## config.mk

```make
export PLATFORM = sky130hd
export DESIGN_NAME = lzwd_cmd_fifo
export DESIGN_NICKNAME = d
export VERILOG_FILES = /design/src/rtl/core/lzwd_pkg.sv /design/src/rtl/core/lzwd_cmd_fifo.sv
export SDC_FILE = /design/constraint.sdc
export NUM_CORES = 1
export LEC_CHECK = 0
export BUFFER_PORTS_ARGS = -buffer_cell sky130_fd_sc_hd__buf_2
export CAP_MARGIN = 15
export CORE_MARGIN = 2
export CORE_UTILIZATION = 25
export CTS_CLUSTER_DIAMETER = 120
export DETAILED_ROUTE_END_ITERATION = 7
export GPL_TIMING_DRIVEN = 0
export HOLD_SLACK_MARGIN = 0.05
export PLACE_DENSITY_LB_ADDON = 0.08
export SLEW_MARGIN = 40
export SYNTH_ARGS = -nofsm -noshare
export SYNTH_HDL_FRONTEND = slang
export SYNTH_SLANG_ARGS = --single-unit
```

## constraint.sdc

```tcl
create_clock -name i_clk -period 2.6 [get_ports i_clk]
set_input_delay 0.52 -clock i_clk [delete_from_list [all_inputs] [get_ports i_clk]]
set_output_delay 0.52 -clock i_clk [all_outputs]
set_load 0.02 [all_outputs]
```

## src/rtl/core/lzwd_pkg.sv

```systemverilog
package lzwd_pkg;

    // front-end token phase
    typedef enum logic [1:0] {
        PH_FLAG,
        PH_LIT,
        PH_REF_LO,
        PH_REF_HI
    } t_phase;

    // command kinds passed from front to back
    typedef enum logic [1:0] {
        CMD_CLEAR,
        CMD_LIT,
        CMD_REF
    } t_cmd_kind;

    // lo: literal byte or reference low byte; hi: reference high byte
    typedef struct packed {
        t_cmd_kind   kind;
        logic [7:0]  lo;
        logic [7:0]  hi;
    } t_cmd;

    // queue head as seen by the back end
    typedef struct packed {
        logic  empty;
        t_cmd  head;
    } t_q_status;

    localparam int unsigned   MIN_COPY     = 3;
    localparam int unsigned   START_BACK   = 18;   // decode starts this far before wrap
    localparam int unsigned   LIMIT_W      = 24;
    localparam logic [7:0]    FLAG_FILL    = 8'hFF;
    localparam logic          REG_LIMIT    = 1'b0; // word index of output_limit
    localparam logic [LIMIT_W-1:0] LIMIT_RESET = 24'hFFFFFF;

endpackage

```

## src/rtl/core/lzwd_cmd_fifo.sv

```systemverilog
module lzwd_cmd_fifo #(
    parameter int unsigned DEPTH = 4
) (
    input  logic                i_clk,
    input  logic                i_rst_n,
    input  logic                i_push,
    input  lzwd_pkg::t_cmd      i_cmd,
    input  logic                i_pop,
    output lzwd_pkg::t_q_status o_status,
    output logic                o_full
);

    localparam int unsigned PW = (DEPTH > 1) ? $clog2(DEPTH) : 1;
    localparam int unsigned CW = $clog2(DEPTH + 1);
    localparam logic [PW-1:0] LAST_PTR = PW'(DEPTH - 1);
    localparam logic [CW-1:0] FULL_CNT = CW'(DEPTH);

    lzwd_pkg::t_cmd r_mem [DEPTH];
    logic [PW-1:0]  r_wr, r_rd;
    logic [CW-1:0]  r_cnt;
    logic           v_push, v_pop;

    assign o_full          = (r_cnt == FULL_CNT);
    assign o_status.empty  = (r_cnt == '0);
    assign o_status.head   = r_mem[r_rd];
    assign v_push          = i_push && !o_full;
    assign v_pop           = i_pop && !o_status.empty;

    always_ff @(posedge i_clk) begin
        if (v_push) begin
            r_mem[r_wr] <= i_cmd;
        end
    end

    always_ff @(posedge i_clk) begin
        if (!i_rst_n) begin
            r_wr  <= '0;
            r_rd  <= '0;
            r_cnt <= '0;
        end else begin
            if (v_push) begin
                r_wr <= (r_wr == LAST_PTR) ? '0 : r_wr + 1'b1;
            end
            if (v_pop) begin
                r_rd <= (r_rd == LAST_PTR) ? '0 : r_rd + 1'b1;
            end
            case ({v_push, v_pop})
                2'b10:   r_cnt <= r_cnt + 1'b1;
                2'b01:   r_cnt <= r_cnt - 1'b1;
                default: r_cnt <= r_cnt;
            endcase
        end
    end

endmodule

```

==> summary.txt <==
Power and ir drop
  • Power Dens Cells: slightly above 1000 nW/µm²
  • Switch share: between 20% and 30%
  • VDD IR-drop max: 0.000316 V
  • P_leak: 1.36 nW
  • Switch Pwr: 1.04 mW
  • Clock power share: between 30% and 40%
  • Comb pwr share: around a quarter
  • Sequential share of power: around 41%
  • Post-layout power: just under 4 mW
  • Int Power: 2.92 mW

Final layout
  • Synth-to-layout area growth: 24.1%
  • Cell Count, Final, Fillers Out: around 380
  • Final #Nets: around 230
  • Fraction of layout cells with a size suffix above 1: 36.2%
  • # diodes: 0
  • Design area: roughly 3900 µm²

Synthesis
  • Synth Instances: 150
  • Avg Cell Area, Syn: 20.9 µm²
  • Mapped Area: roughly 3100 µm²
  • Syn_nets: about 180
  • Yosys cell types: 25
  • Ys Warns: 0
  • Sequential share of the synthesized area: roughly 75%
  • Yosys reg bits: 81

Clock tree
  • H-tree lvl count: 3
  • Clock sink total: a little over 80
  • TritonCTS clock tree: done
  • Hold-fix buffers, CTS: 0
  • Post CTS Setup Buffer Count: 0
  • Worst-path clk slew: 0.06 ns
  • Clk_lat worst skew: about 0.32 ns
  • Post-CTS sizing: 0
  • CTS max path bufs: 2
  • Root Driver: clkbuf_16
  • TritonCTS Buffers: 9

Critical path
  • Worst-path maximum fanout: 10
  • Worst Setup Start Kind: register
  • Critical Path RT: roughly 2.1 ns
  • Critical Path AT: approximately 1.8 ns
  • Endpoint class of the critical path: output pin
  • WS Path Type: reg2out

Routing
  • DR WL/cell: 15.1 µm
  • Post-Route WL: 5.65 mm
  • Drt first pass iters: 4
  • Vias per cell: roughly 4.0
  • Antenna viol nets, final: 0
  • Vias: 1517
  • Iteration-0 DRC Markers: between 50 and 60
  • # DRC: 0

Timing
  • Setup TNS: 0 ns
  • Final Max Slew Viols: 0
  • Number of setup violations in the final report: 0
  • Slew at the pin closest to its max-slew limit: between 0.5 and 0.6 ns
  • Final worst path period share: between 80% and 90%
  • Minimum clock period after layout: 2.30 ns
  • Endpoints failing hold: 0
  • Max-slew headroom: between 60% and 70%
  • Setup ws final: between 0.2 and 0.3 ns
  • Clk_skew: slightly below 0.005 ns
  • Achievable Freq: ~0.43 GHz
  • RSZ-0062 raised after global routing: no

Placement
  • Placed insts: 359
  • Cell Area, Placed: about 3600 µm²
  • Port Buf Inserts: just over 40
  • Pre-CTS WS: 0.280 ns
  • DP Wirelength: approximately 3.6 mm
  • Final Wtd Congestion: approximately 0.66

Die
  • Die width: roughly 120 µm
  • Die area: between 10000 and 15000 µm²
  • Core ar.: ~12000 µm²
  • Die height: 116 µm
  • Rows: 40
  • IO Pins: between 40 and 50
  • Effective utilization at floorplan: between 20% and 30%

Min path
  • Worst Hold Class: in2reg

GRT
  • GR Overflow Total: 0
  • Largest net degree at the start of global routing: 19
  • Total GRT Usage: a little under a tenth
  • Vias in the first global route: 1675
  • Initial antenna violation count: 0
  • First-pass GRT wire length: 8.73 mm

Job
  • Max Cap Viol: 0

Run status
  • Status: finished, final reports clean
-- logic make-up (layout without fill, tap and decap cells) --
kind of cell,count (synthesis),after routing,share of synthesized area [%]
flops,81,81,74.8
simple gates,21,21,3.55
mux,20,20,14.5
buf+inv,13,70,2.44
fa+ha+maj,7,7,3.04
compound gates,6,6,1.12
xor+xnor,2,2,0.559
-- power groups by stage --
stage	clock network, mW	registers, mW	logic, mW
after floorplan	0	1.65	0.679
after global placement	0	1.66	0.935
after detailed placement	0	1.67	0.966
after CTS	1.43	1.64	0.967
after global routing	1.49	1.65	1.02
final	1.39	1.64	0.934
-- state kept, by name (all words and copies together) (netlist names), named ones only --
register	flops
r_wr	2
r_cnt	3
r_rd	2
r_mem	72
-- cell usage after synthesis --
master | count | area share, %
or3_1 | 1 | 0.20
mux2i_1 | 2 | 0.64
nor3b_2 | 1 | 0.40
xor2_1 | 1 | 0.28
o31ai_1 | 1 | 0.24
buf_6 | 1 | 0.36
nor2b_1 | 1 | 0.20
nand3_1 | 2 | 0.32
a21boi_0 | 1 | 0.24
mux4_1 | 8 | 6.7
edfxtp_1 | 72 | 69
nand2_1 | 7 | 0.84
buf_12 | 1 | 0.64
mux4_2 | 10 | 7.2
o21ai_0 | 4 | 0.64
xnor2_1 | 1 | 0.28
dfxtp_1 | 9 | 5.8
nor2_1 | 2 | 0.24
fa_1 | 1 | 0.64
nor3_1 | 1 | 0.16
buf_2 | 3 | 0.48
ha_1 | 6 | 2.4
clkbuf_1 | 1 | 0.12
inv_1 | 7 | 0.84
and2_1 | 6 | 1.2
-- metal layers --
metal	share of wire [%]	routed length, µm	global-route usage, %	vias to the layer above
met5	0	0	0	-
met4	1.9	108	5.40	0
met3	4.0	225	2.46	10
met2	52	2950	15.8	30
met1	42	2370	10.2	775
li1	-	-	-	702
-- worst paths after layout --
kind                           end  slack, ns  cells after the start                  start
min          r_mem[2][0]$_DFFE_PP_       0.41                      1               i_cmd[0]
max                   o_status[13]       0.30                      4               register
min reg2reg   r_wr[1]$_SDFFE_PN0P_       0.51                      2   r_wr[1]$_SDFFE_PN0P_
max reg2reg  r_cnt[2]$_SDFFE_PN0P_       0.38                     10  r_cnt[2]$_SDFFE_PN0P_
-- per-stage QoR --
stage	utilization [%]	hold WS, ns
after CTS	32.1	0.397
after global routing	32.1	0.400
after detailed placement	29.3	0.495
final	32.1	0.409
after global placement	29.3	0.474
after floorplan	-	0.468
-- worst max-delay path, stage by stage (launching register included) --
cell and delay, ns:
dfxtp_1 0.30, buf_2 0.25, buf_2 0.36, mux4_2 0.36
buf_2 0.18
-- cell usage in the layout (no fill, tap or decap), types with 3 or more instances in the layout --
cell        n
bufinv_16   3
o21ai_0     4
and2_2      4
nand2_1     7
mux4_1      8
inv_1       7
mux4_2     10
dfxtp_1     9
ha_1        6
clkbuf_16   9
edfxtp_1   72
buf_2      44
-- cell type report --
type | count | area, µm²
well taps | 168 | 210
multi-input cells | 56 | 719
clock buffers | 10 | 229
inverters | 7 | 26.3
flip-flops and latches | 81 | 2340
fillers | 1206 | 8220
plain buffers | 6 | 50.0
clock inverters | 6 | 106
repair buffers | 41 | 205
No activity file was read; power rests on OpenSTA's default activity.
