File: src/rtl/core/lzwd_pkg.sv
package lzwd_pkg;

    // front-end token phase
    typedef enum logic [1:0] {
        PH_FLAG,
        PH_LIT,
        PH_REF_LO,
        PH_REF_HI
    } t_phase;

    // command kinds passed from front to back
    typedef enum logic [1:0] {
        CMD_CLEAR,
        CMD_LIT,
        CMD_REF
    } t_cmd_kind;

    // lo: literal byte or reference low byte; hi: reference high byte
    typedef struct packed {
        t_cmd_kind   kind;
        logic [7:0]  lo;
        logic [7:0]  hi;
    } t_cmd;

    // queue head as seen by the back end
    typedef struct packed {
        logic  empty;
        t_cmd  head;
    } t_q_status;

    localparam int unsigned   MIN_COPY     = 3;
    localparam int unsigned   START_BACK   = 18;   // decode starts this far before wrap
    localparam int unsigned   LIMIT_W      = 24;
    localparam logic [7:0]    FLAG_FILL    = 8'hFF;
    localparam logic          REG_LIMIT    = 1'b0; // word index of output_limit
    localparam logic [LIMIT_W-1:0] LIMIT_RESET = 24'hFFFFFF;

endpackage

File: src/rtl/core/lzwd_front.sv
module lzwd_front (
    input  logic           i_clk,
    input  logic           i_rst_n,
    input  logic           i_accept,
    input  logic [7:0]     i_byte,
    input  logic           i_start,
    output logic           o_push,
    output lzwd_pkg::t_cmd o_cmd
);

    lzwd_pkg::t_phase r_phase, n_phase;
    logic [15:0]      r_flag, n_flag;
    logic [7:0]       r_ref_lo, n_ref_lo;

    function automatic lzwd_pkg::t_phase f_next(input logic [15:0] s);
        if (!s[8]) begin
            return lzwd_pkg::PH_FLAG;
        end
        return s[0] ? lzwd_pkg::PH_LIT : lzwd_pkg::PH_REF_LO;
    endfunction

    always_ff @(posedge i_clk) begin
        if (!i_rst_n) begin
            r_phase  <= lzwd_pkg::PH_FLAG;
            r_flag   <= '0;
            r_ref_lo <= '0;
        end else begin
            r_phase  <= n_phase;
            r_flag   <= n_flag;
            r_ref_lo <= n_ref_lo;
        end
    end

    always_comb begin
        lzwd_pkg::t_phase v_phase;
        logic [15:0]      v_flag;
        logic [15:0]      v_shift;

        // a stream start resets the token state before this byte is decoded
        v_phase  = i_start ? lzwd_pkg::PH_FLAG : r_phase;
        v_flag   = i_start ? 16'h0000 : r_flag;
        v_shift  = v_flag >> 1;

        n_phase  = r_phase;
        n_flag   = r_flag;
        n_ref_lo = r_ref_lo;
        o_push   = 1'b0;
        o_cmd.kind = lzwd_pkg::CMD_LIT;
        o_cmd.lo   = i_byte;
        o_cmd.hi   = 8'h00;

        if (i_accept) begin
            unique case (v_phase)
                lzwd_pkg::PH_FLAG: begin
                    n_flag     = {lzwd_pkg::FLAG_FILL, i_byte};
                    n_phase    = i_byte[0] ? lzwd_pkg::PH_LIT : lzwd_pkg::PH_REF_LO;
                    o_push     = i_start;
                    o_cmd.kind = lzwd_pkg::CMD_CLEAR;
                end
                lzwd_pkg::PH_LIT: begin
                    o_push     = 1'b1;
                    o_cmd.kind = lzwd_pkg::CMD_LIT;
                    n_flag     = v_shift;
                    n_phase    = f_next(v_shift);
                end
                lzwd_pkg::PH_REF_LO: begin
                    n_ref_lo   = i_byte;
                    n_phase    = lzwd_pkg::PH_REF_HI;
                end
                lzwd_pkg::PH_REF_HI: begin
                    o_push     = 1'b1;
                    o_cmd.kind = lzwd_pkg::CMD_REF;
                    o_cmd.lo   = r_ref_lo;
                    o_cmd.hi   = i_byte;
                    n_flag     = v_shift;
                    n_phase    = f_next(v_shift);
                end
                default: begin
                    n_phase    = lzwd_pkg::PH_FLAG;
                end
            endcase
        end
    end

endmodule

File: config.mk
export PLATFORM = sky130hd
export DESIGN_NAME = lzwd_front
export DESIGN_NICKNAME = d
export VERILOG_FILES = /design/src/rtl/core/lzwd_pkg.sv /design/src/rtl/core/lzwd_front.sv
export SDC_FILE = /design/constraint.sdc
export NUM_CORES = 1
export LEC_CHECK = 0
export BUFFER_PORTS_ARGS = -buffer_cell sky130_fd_sc_hd__buf_2
export CAP_MARGIN = 40
export CORE_AREA = 5 5 56 58
export CTS_CLUSTER_SIZE = 12
export DETAILED_ROUTE_END_ITERATION = 8
export DIE_AREA = 0 0 61 63
export PLACE_DENSITY = 0.85
export SLEW_MARGIN = 20
export SYNTH_ARGS = -nofsm -noshare
export SYNTH_HDL_FRONTEND = slang
export SYNTH_SLANG_ARGS = --single-unit
export TNS_END_PERCENT = 20
File: constraint.sdc
create_clock -name i_clk -period 2.5 [get_ports i_clk]
set_clock_uncertainty 0.2 [all_clocks]
set_input_delay 0.5 -clock i_clk [delete_from_list [all_inputs] [get_ports i_clk]]
set_output_delay 0.5 -clock i_clk [all_outputs]
set_load 0.02 [all_outputs]
==> results of run 1 <==
[cell type report]
| class | count | area [um^2] |
|---|---|---|
| clock buffer | 4 | 26.3 |
| fill | 226 | 1100 |
| inverter | 5 | 18.8 |
| multi-input combinational | 102 | 709 |
| sequential | 25 | 505 |
| tap | 31 | 38.8 |
| timing repair buffer | 38 | 213 |
[kinds of logic (layout without fill, tap and decap cells)]
group / after synthesis / in the layout / synth area share, %
AO/OA/AOI/OAI: 38 / 38 / 22.2
adder cells (fa/ha/maj): 5 / 5 / 4.92
buffers and inverters: 14 / 47 / 6.40
flip-flops: 25 / 25 / 39.4
multiplexers: 8 / 8 / 7.09
AND/OR/NAND/NOR: 51 / 51 / 20.0
[state kept, by name, indices dropped and copies added (netlist names)]
register / cells
r_flag: 15
r_phase: 2
r_ref_lo: 8
[worst max path at each step]
stage / from / to / slack, ns / depth (start not counted)
2_1_floorplan: i_start / o_cmd[10] / 0.34 / 5
3_3_place_gp: i_start / o_cmd[15] / 0.07 / 7
3_5_place_dp: i_start / o_cmd[14] / -0.009 / 8
4_1_cts: r_phase[1] / o_cmd[14] / 0.02 / 7
5_1_grt: r_phase[0] / o_cmd[14] / -0.04 / 6
6_report: r_phase[0] / o_cmd[14] / 0.01 / 6
[through the flow]
step	TNS [ns]	instance area (um^2)	instances	hold WS, ns
2_1_floorplan	0	1270	141	0.241
3_3_place_gp	0	1440	199	0.250
3_5_place_dp	-0.00901	1440	199	0.260
4_1_cts	0	1490	204	0.241
5_1_grt	-0.0449	1510	205	0.248
6_report	0	1510	205	0.255
[worst reg2reg max path, stage by stage, from the launching register on]
cell	delay, ns
dfxtp_4	0.37
nor2b_2	0.15
buf_4	0.14
inv_2	0.09
ha_1	0.21
and2b_4	0.36
nand2_4	0.11
o221a_1	0.24
[cells in the mapped netlist, types with 2 or more instances]
cell | count | area (um^2)
o21ai_0 | 3 | 15.0
nand3_1 | 8 | 40.0
inv_1 | 4 | 15.0
nand2_1 | 27 | 101
nand2b_1 | 4 | 25.0
a311oi_1 | 2 | 17.5
mux2_2 | 8 | 90.1
and3_1 | 8 | 50.1
buf_2 | 2 | 10.0
a31oi_1 | 7 | 43.8
a211oi_1 | 2 | 15.0
clkbuf_1 | 3 | 11.3
ha_1 | 5 | 62.6
o21ai_1 | 7 | 35.0
o221a_1 | 7 | 78.8
buf_6 | 3 | 33.8
a21boi_0 | 8 | 60.1
dfxtp_1 | 25 | 500
[metal layers]
metal	global-route usage, %	share of wire, %
met5	0	0
met4	9.21	2.1
met3	4.13	3.1
met2	27.9	51
met1	19.9	44
[power by group]
| group | switching, mW | internal (mW) | total, mW |
|---|---|---|---|
| Sequential | 0.0164 | 0.426 | 0.442 |
| Combinational | 0.0838 | 0.0641 | 0.148 |
| Clock | 0.118 | 0.0625 | 0.180 |
| Total | 0.218 | 0.553 | 0.771 |
[repair_timing]
| item | 4_1_cts | 5_1_grt |
|---|---|---|
| endpoints found under the setup margin | 8 | 8 |
| endpoints found under the hold margin | 0 | 0 |
| gates resized for setup | 7 | 3 |
| buffers inserted | 1 | 1 |
==> metrics.txt, run 1 <==
Worst Path Required 1.80 ns; Core ar. 2620 um^2; antenna-violating nets left 0; library cells used by synthesis 26; commonest non-fill, non-tap cell in the layout buf_2; post-synthesis async set-or-reset flop share 0%; CP Cell Sequence nor2b_2 -> buf_4 -> ha_2 -> nand2_2 -> mux2_2 -> buf_4; post-DR wirelength/cell 14.5 um; Worst-Skew Late Latency 0.32 ns; FF-to-FF path depth 7; vias in the first global route about 1100; final worst-path cycle share roughly 100%; Num CTS Buffers 3; Buf/Inv on CP 2; Leakage 0.710 nW; Synth Flop Type dfxtp_1; post-place setup slack -0.00901 ns; initial antenna violation count 0; GR Util All Layers 17.1%; CTS tree yes; slowest stage delay, CP between 0.3 and 0.4 ns; status finished, final reports clean; DR pass1 iterations 4; first-pass GRT wire length 5040 um; Hold EP r_flag[3]; H-tree depth 1; root buf cell clkbuf_4; share of layout cells above drive strength 1 34.5%; Critical Path Fanout Max 3; Seq/Total Area, Yosys 39.4%; Routed WL about 3000 um; Mapped Cells roughly 140; Post-DP HPWL between 2000 and 2500 um; critical path's slowest cell dfxtp_4; final setup margin 0.0107 ns; die area 3840 um^2; CTS sink count 25; R2R setup slack 0.53 ns; Layout area overhead 18.9%; vias after detailed routing 1134; most frequent cells in the layout buf_2, nand2_1, dfxtp_1; WHS Path Cells 3; Max Cap Viol 0; FF-to-FF Start r_phase[0]; Clock Tree Buf Depth 2; I/O Buffers 30; clock transition at the registers of the reported paths 0.13 ns; # nets final 192; initial core utilization between 40 and 50%; Placer Congestion 0.828; Hold Path Class input port to flop; drt drc 0; crit-path leading delay family flip-flops; final setup vio count 0; Die Y around 63 um; Least-Margin Pin Slew roughly 0.39 ns; drt initial violations 84; Synthesized Nets 158; Via-to-Cell Ratio between 5 and 6; CTS hold repair buffers 0; chip width 61 um; RSZ-0062 raised after global routing true; HP Start i_byte[3]; reg-to-reg endpoint r_flag[14]; Cell Pwr Density between 500 and 600 nW/um^2; IO Pins 31; Synth Cell Area 1270 um^2; EDFF count, synth 0; Pwr Total around 0.77 mW; Critical Path AT 1.79 ns; maximum vdd drop 0.000398 V; largest net degree at the start of global routing 26; Mapped Avg Cell Area between 9 and 10 um^2; CP most frequent cell buf_4; post-synthesis register bit count 25; Setup crit start kind flop; fmax roughly 0.40 GHz; Synthesis Warnings 0; Critical Path End Type output pin; grt total ovfl 0; Rel. slew slack 74.0%; fin. max-slew vios 0; Rows 19; Final Util 57.8%; Final Hold Fails 0; min cycle time layout 2.49 ns; WS Path Type flop to output pin; diodes inserted 0
(Power assumes the default switching activity.)
==> run 2, diff against run 1 <==
==> constraint.sdc (replaced) <==
create_clock -name i_clk -period 2.5 [get_ports i_clk]
set_clock_uncertainty 0.2 [all_clocks]
set_input_delay 0.125 -clock i_clk [delete_from_list [all_inputs] [get_ports i_clk]]
set_output_delay 0.125 -clock i_clk [all_outputs]
set_load 0.02 [all_outputs]
==> run 2 against run 1 <==
Effect of this change:
- fmax up 5.4%
- design area up 1.1%
- first-iteration DRC count down 30%
- register-to-register slack worse by 0.03 ns
- flip-flop and latch count unchanged
- sequential share of layout area down 0.68 points
- setup slack better by 0.13 ns
- sequential power about the same
- cell count up 0.98%
- worst hold slack worse by 0.23 ns
- largest cell class unchanged
- largest power group unchanged
==> metrics.txt, run 2 (same netlist as run 1, synthesis figures left out) <==
Leakage 0.700 nW (-1.4%); Num CTS Buffers 3 (unchanged); status finished, final reports clean; drt initial violations 59 (-30%); CTS tree yes; Setup crit start kind flop; maximum vdd drop 0.000395 V (-0.78%); fin. max-slew vios 0 (unchanged); Final Hold Fails 0 (unchanged); vias after detailed routing 1174 (+3.5%); largest net degree at the start of global routing 28 (+7.7%); Via-to-Cell Ratio 5.67 (+2.5%); IO Pins 31 (unchanged); GR Util All Layers 16.7% (-0.43 points); Layout area overhead 20.2%; first-pass GRT wire length 4950 um (-1.8%); Core ar. 2620 um^2 (unchanged); most frequent cells in the layout buf_2, nand2_1, dfxtp_1; final setup vio count 0 (unchanged); post-place setup slack 0.499 ns (+0.508 ns); CTS sink count 25 (unchanged); initial core utilization 48.6% (unchanged); Hold Path Class input port to flop; Routed WL 3040 um (+2.2%); # nets final 194 (+1.0%); Critical Path AT 2.04 ns (+0.25 ns); Rows 19 (unchanged); Least-Margin Pin Slew 0.426 ns (+0.0364 ns); FILL cells 223 (-1.3%); Die Y 63 um (unchanged); Largest register FFs 15 (unchanged); WS Path Type flop to output pin; Max Cap Viol 0 (unchanged); Critical Path Fanout Max 10 (+7); Rel. slew slack 71.6% (-2.4 points); WHS Path Cells 2 (-1); vias in the first global route 1102 (-3.2%); setup TNS 0 ns (unchanged); Worst Path Required 2.17 ns (+0.37 ns); fmax 0.424 GHz (+5.4%); initial antenna violation count 0 (unchanged); die area 3840 um^2 (unchanged); RSZ-0062 raised after global routing false; diodes inserted 0 (unchanged); min cycle time layout 2.36 ns (-0.128 ns); root buf cell clkbuf_4; largest register by flop count r_flag; Placer Congestion 0.786 (-5.1%); antenna-violating nets left 0 (unchanged); Largest regs r_flag x15, r_ref_lo x8, r_phase x2; Cell Pwr Density 507 nW/um^2 (-0.52%); DR pass1 iterations 4 (unchanged); drt drc 0 (unchanged); share of layout cells above drive strength 1 27.3% (-7.2 points); Post-DP HPWL 2050 um (-6.2%); Clock Tree Buf Depth 2 (unchanged); final setup margin 0.139 ns (+0.128 ns); H-tree depth 1 (unchanged); commonest non-fill, non-tap cell in the layout buf_2; clock transition at the registers of the reported paths 0.14 ns (about the same); grt total ovfl 0 (unchanged); chip width 61 um (unchanged); Critical Path End Type output pin; final worst-path cycle share 94.5% (-5.1 points); Worst-Skew Late Latency 0.32 ns (about the same); post-DR wirelength/cell 14.7 um (+1.2%); I/O Buffers 30 (unchanged); FF-to-FF path depth 6 (-1)
run 2: critical path: stages (launching register included):
cell     delay (ns)
dfxtp_1        0.43
nor2b_2        0.20
buf_4          0.19
ha_1           0.31
nand2_1        0.12
mux2_2         0.29
buf_2          0.16
run 2: path summary, 6_finish.rpt:
| path | from | end | slack, ns |
|---|---|---|---|
| worst max-delay path | r_phase[0] | o_cmd[14] | 0.14 |
| worst min-delay path | i_rst_n | r_flag[15] | 0.02 |
| worst max register to register | r_phase[0] | r_flag[14] | 0.50 |
| worst min register to register | r_ref_lo[5] | r_ref_lo[5] | 0.28 |
run 2: power by group:
group | internal (mW) | switching [mW] | leakage, nW
combinational | 0.0639 | 0.0825 | 0.480
clock | 0.0612 | 0.125 | 0.0139
sequential | 0.426 | 0.0165 | 0.206
run 2: repair_timing:
action | 4_1_cts | 5_1_grt
buffers inserted | 0 | 0
endpoints found under the hold margin | 17 | 0
gates resized for setup | 0 | 1
endpoints found under the setup margin | 0 | 3
hold buffers | 9 | 0
run 2: stage by stage:
stage | hold slack (ns) | util, % | cells | power [mW] | area [um^2]
6_report | 0.0238 | 58.4 | 207 | 0.775 | 1530
5_1_grt | 0.0406 | 58.4 | 207 | 0.812 | 1530
4_1_cts | 0.00992 | 58.3 | 207 | 0.777 | 1530
3_5_place_dp | 0.226 | 53.7 | 194 | 0.583 | 1410
3_3_place_gp | 0.219 | 53.7 | 194 | 0.576 | 1410
2_1_floorplan | 0.0667 | - | 141 | 0.548 | 1270
run 2: final cells by class:
type / instances / area, um^2 / share of cell area [%]
multi-input cells: 102 / 692 / 45.3
flip-flops and latches: 25 / 500 / 32.8
clock buffers: 3 / 22.5 / 1.47
inverters: 5 / 18.8 / 1.23
well taps: 31 / 38.8 / 2.54
repair buffers: 40 / 248 / 16.2
clock inverters: 1 / 7.51 / 0.491
run 2: layer usage:
layer / wire [um] / vias to the layer above / GRT usage (%)
li1: - / 579 / -
met1: 1290 / 540 / 21.0
met2: 1510 / 46 / 26.3
met3: 157 / 9 / 2.69
met4: 86 / 0 / 9.21
met5: 0 / - / 0
==> run 3, diff against run 2 <==
--- a/config.mk
+++ b/config.mk
@@ -7,11 +7,12 @@
 export LEC_CHECK = 0
 export BUFFER_PORTS_ARGS = -buffer_cell sky130_fd_sc_hd__buf_2
 export CAP_MARGIN = 40
-export CORE_AREA = 5 5 56 58
+export CORE_AREA = 2 2 52 54
+export CTS_BUF_LIST = sky130_fd_sc_hd__clkbuf_4 sky130_fd_sc_hd__clkbuf_8
 export CTS_CLUSTER_SIZE = 12
 export DETAILED_ROUTE_END_ITERATION = 8
-export DIE_AREA = 0 0 61 63
-export PLACE_DENSITY = 0.85
+export DIE_AREA = 0 0 54 56
+export PLACE_DENSITY = 0.88
 export SLEW_MARGIN = 20
 export SYNTH_ARGS = -nofsm -noshare
 export SYNTH_HDL_FRONTEND = slang
==> run 3 against run 2 <==
Effect of this change:
- worst hold slack better by 0.013 ns
- fmax is 1.0% lower
- via count rose by 1.9%
- cell count is 0.48% lower
- critical path depth unchanged
- sequential power about the same
- flip-flop and latch count is the same
- design area fell by 0.25%
- non-clock buffer count stayed put
==> metrics.txt, run 3 (same netlist as run 1, synthesis figures left out) <==
status finished, final reports clean; Worst Path Required 2.17 ns (about the same); Largest register FFs 15 (unchanged); Via-to-Cell Ratio 5.81 (+2.4%); vias after detailed routing 1196 (+1.9%); commonest non-fill, non-tap cell in the layout buf_2; CTS tree yes; Final Util 62.7% (+4.2 points); Layout area overhead 19.9%; chip width 54 um (-11%); combinational power share 18.7% (-0.2 points); WS Path Type flop to output pin; Leakage 0.704 nW (+0.54%); Cell Pwr Density 509 nW/um^2 (+0.35%); Critical Path End Type output pin; first-pass GRT wire length 4740 um (-4.3%); Post-CTS Setup Bufs 0 (unchanged); H-tree depth 1 (unchanged); IO Pins 31 (unchanged); Placer Congestion 0.784 (-0.24%); share of layout cells above drive strength 1 26.7% (-0.57 points); Rows 18 (-1); critical path's slowest cell dfxtp_1; Largest regs r_flag x15, r_ref_lo x8, r_phase x2; antenna-violating nets left 0 (unchanged); final worst-path cycle share 95.4% (+0.99 points); Rel. slew slack 73.0% (+1.4 points); fmax 0.419 GHz (-1.0%); slowest stage delay, CP 0.43 ns (about the same); vias in the first global route 1085 (-1.5%); largest net degree at the start of global routing 28 (unchanged); drt drc 0 (unchanged); Core ar. 2430 um^2 (-7.0%); root buf cell clkbuf_4; Setup crit start kind flop; Least-Margin Pin Slew 0.404 ns (-0.0216 ns); Num CTS Buffers 3 (unchanged); most frequent cells in the layout buf_2, nand2_1, dfxtp_1; CTS sink count 25 (unchanged); post-DR wirelength/cell 14.2 um (-3.1%); P_sw 0.213 mW (-4.9%); RSZ-0062 raised after global routing false; Post-DP HPWL 1910 um (-7.0%); grt total ovfl 0 (unchanged); die area 3020 um^2 (-21%); Worst-Skew Late Latency 0.32 ns (about the same); clock transition at the registers of the reported paths 0.13 ns (about the same); GR Util All Layers 20.5% (+3.8 points); setup TNS 0 ns (unchanged); DR pass1 iterations 4 (unchanged); drt initial violations 47 (-20%); initial core utilization 52.3% (+3.7 points); I/O Buffers 30 (unchanged); fin. max-slew vios 0 (unchanged); diodes inserted 0 (unchanged); Critical Path Fanout Max 10 (unchanged); min cycle time layout 2.39 ns (+0.0247 ns); sequential share of power 57.0% (about the same); Die Y 56 um (-11%); largest register by flop count r_flag; Routed WL 2930 um (-3.6%); CP Cell Sequence nor2b_2 -> buf_4 -> ha_1 -> nand2_1 -> mux2_2 -> buf_2; final setup vio count 0 (unchanged); maximum vdd drop 0.000456 V (+15%); # nets final 194 (unchanged); Critical Path AT 2.06 ns (+0.02 ns); initial antenna violation count 0 (unchanged); Clock power frac 24.3% (+0.3 points); sw frac 27.4% (-1.4 points); cell internal pwr 0.563 mW (+2.1%); Hold Path Class input port to flop; Max Cap Viol 0 (unchanged); Clock Tree Buf Depth 2 (unchanged); Final Hold Fails 0 (unchanged)
-- run 3: cell types whose count changed in the layout (fill, tap and decap cells not counted), sizes merged --
| cell | delta |
|---|---|
| clkbuf | +1 |
| clkinvlp | -1 |
-- run 3: what timing repair did --
action	4_1_cts	5_1_grt
resized for setup	0	0
hold endpoints to repair	16	0
setup endpoints to repair	0	0
hold buffers	9	0
-- run 3: worst max-delay path: cells and delay by family (launching register included) --
kind	cells	cell delay [ns]
flip-flops	1	0.43
buffers and inverters	2	0.35
AND/OR/NAND/NOR	2	0.34
adder cells (fa/ha/maj)	1	0.32
multiplexers	1	0.30
-- run 3: stage by stage --
stage / setup WS, ns / power, mW / instances / cell area [um^2] / hold WS, ns
global route: 0.00243 / 0.813 / 206 / 1520 / 0.0523
detailed placement: 0.489 / 0.583 / 193 / 1400 / 0.224
finish: 0.114 / 0.776 / 206 / 1520 / 0.0366
floorplan: 0.697 / 0.548 / 141 / 1270 / 0.0667
global placement: 0.566 / 0.575 / 193 / 1400 / 0.215
CTS: 0.142 / 0.778 / 206 / 1520 / 0.0414
-- run 3: power groups by stage --
stage / clock (mW) / combinational (mW) / sequential [mW]
3_3_place_gp: 0 / 0.126 / 0.449
4_1_cts: 0.192 / 0.143 / 0.442
3_5_place_dp: 0 / 0.132 / 0.451
5_1_grt: 0.209 / 0.158 / 0.446
2_1_floorplan: 0 / 0.102 / 0.446
6_report: 0.188 / 0.145 / 0.442
-- run 3: final cells by class --
type	instances	area, um^2
inverter	5	18.8
timing repair buffer	40	248
sequential	25	500
multi-input combinational	102	689
tap	30	37.5
fill	190	908
clock buffer	4	30.0
-- run 3: path summary, 6_finish.rpt --
path / startpoint / endpoint / slack (ns) / cells after the start
worst min register to register: r_ref_lo[5] / r_ref_lo[5] / 0.28 / 2
worst min-delay path: i_rst_n / r_flag[11] / 0.04 / 2
worst max-delay path: r_phase[0] / o_cmd[8] / 0.11 / 6
worst max register to register: r_phase[0] / r_flag[12] / 0.45 / 6
-- run 3: routing by layer --
| layer | part of all wire [%] | track usage (%) | vias to the layer above |
|---|---|---|---|
| met2 | 50 | 33.6 | 37 |
| li1 | - | - | 575 |
| met4 | 0.65 | 5.36 | 0 |
| met3 | 5.6 | 5.38 | 2 |
| met1 | 44 | 26.0 | 582 |
| met5 | 0 | 0 | - |
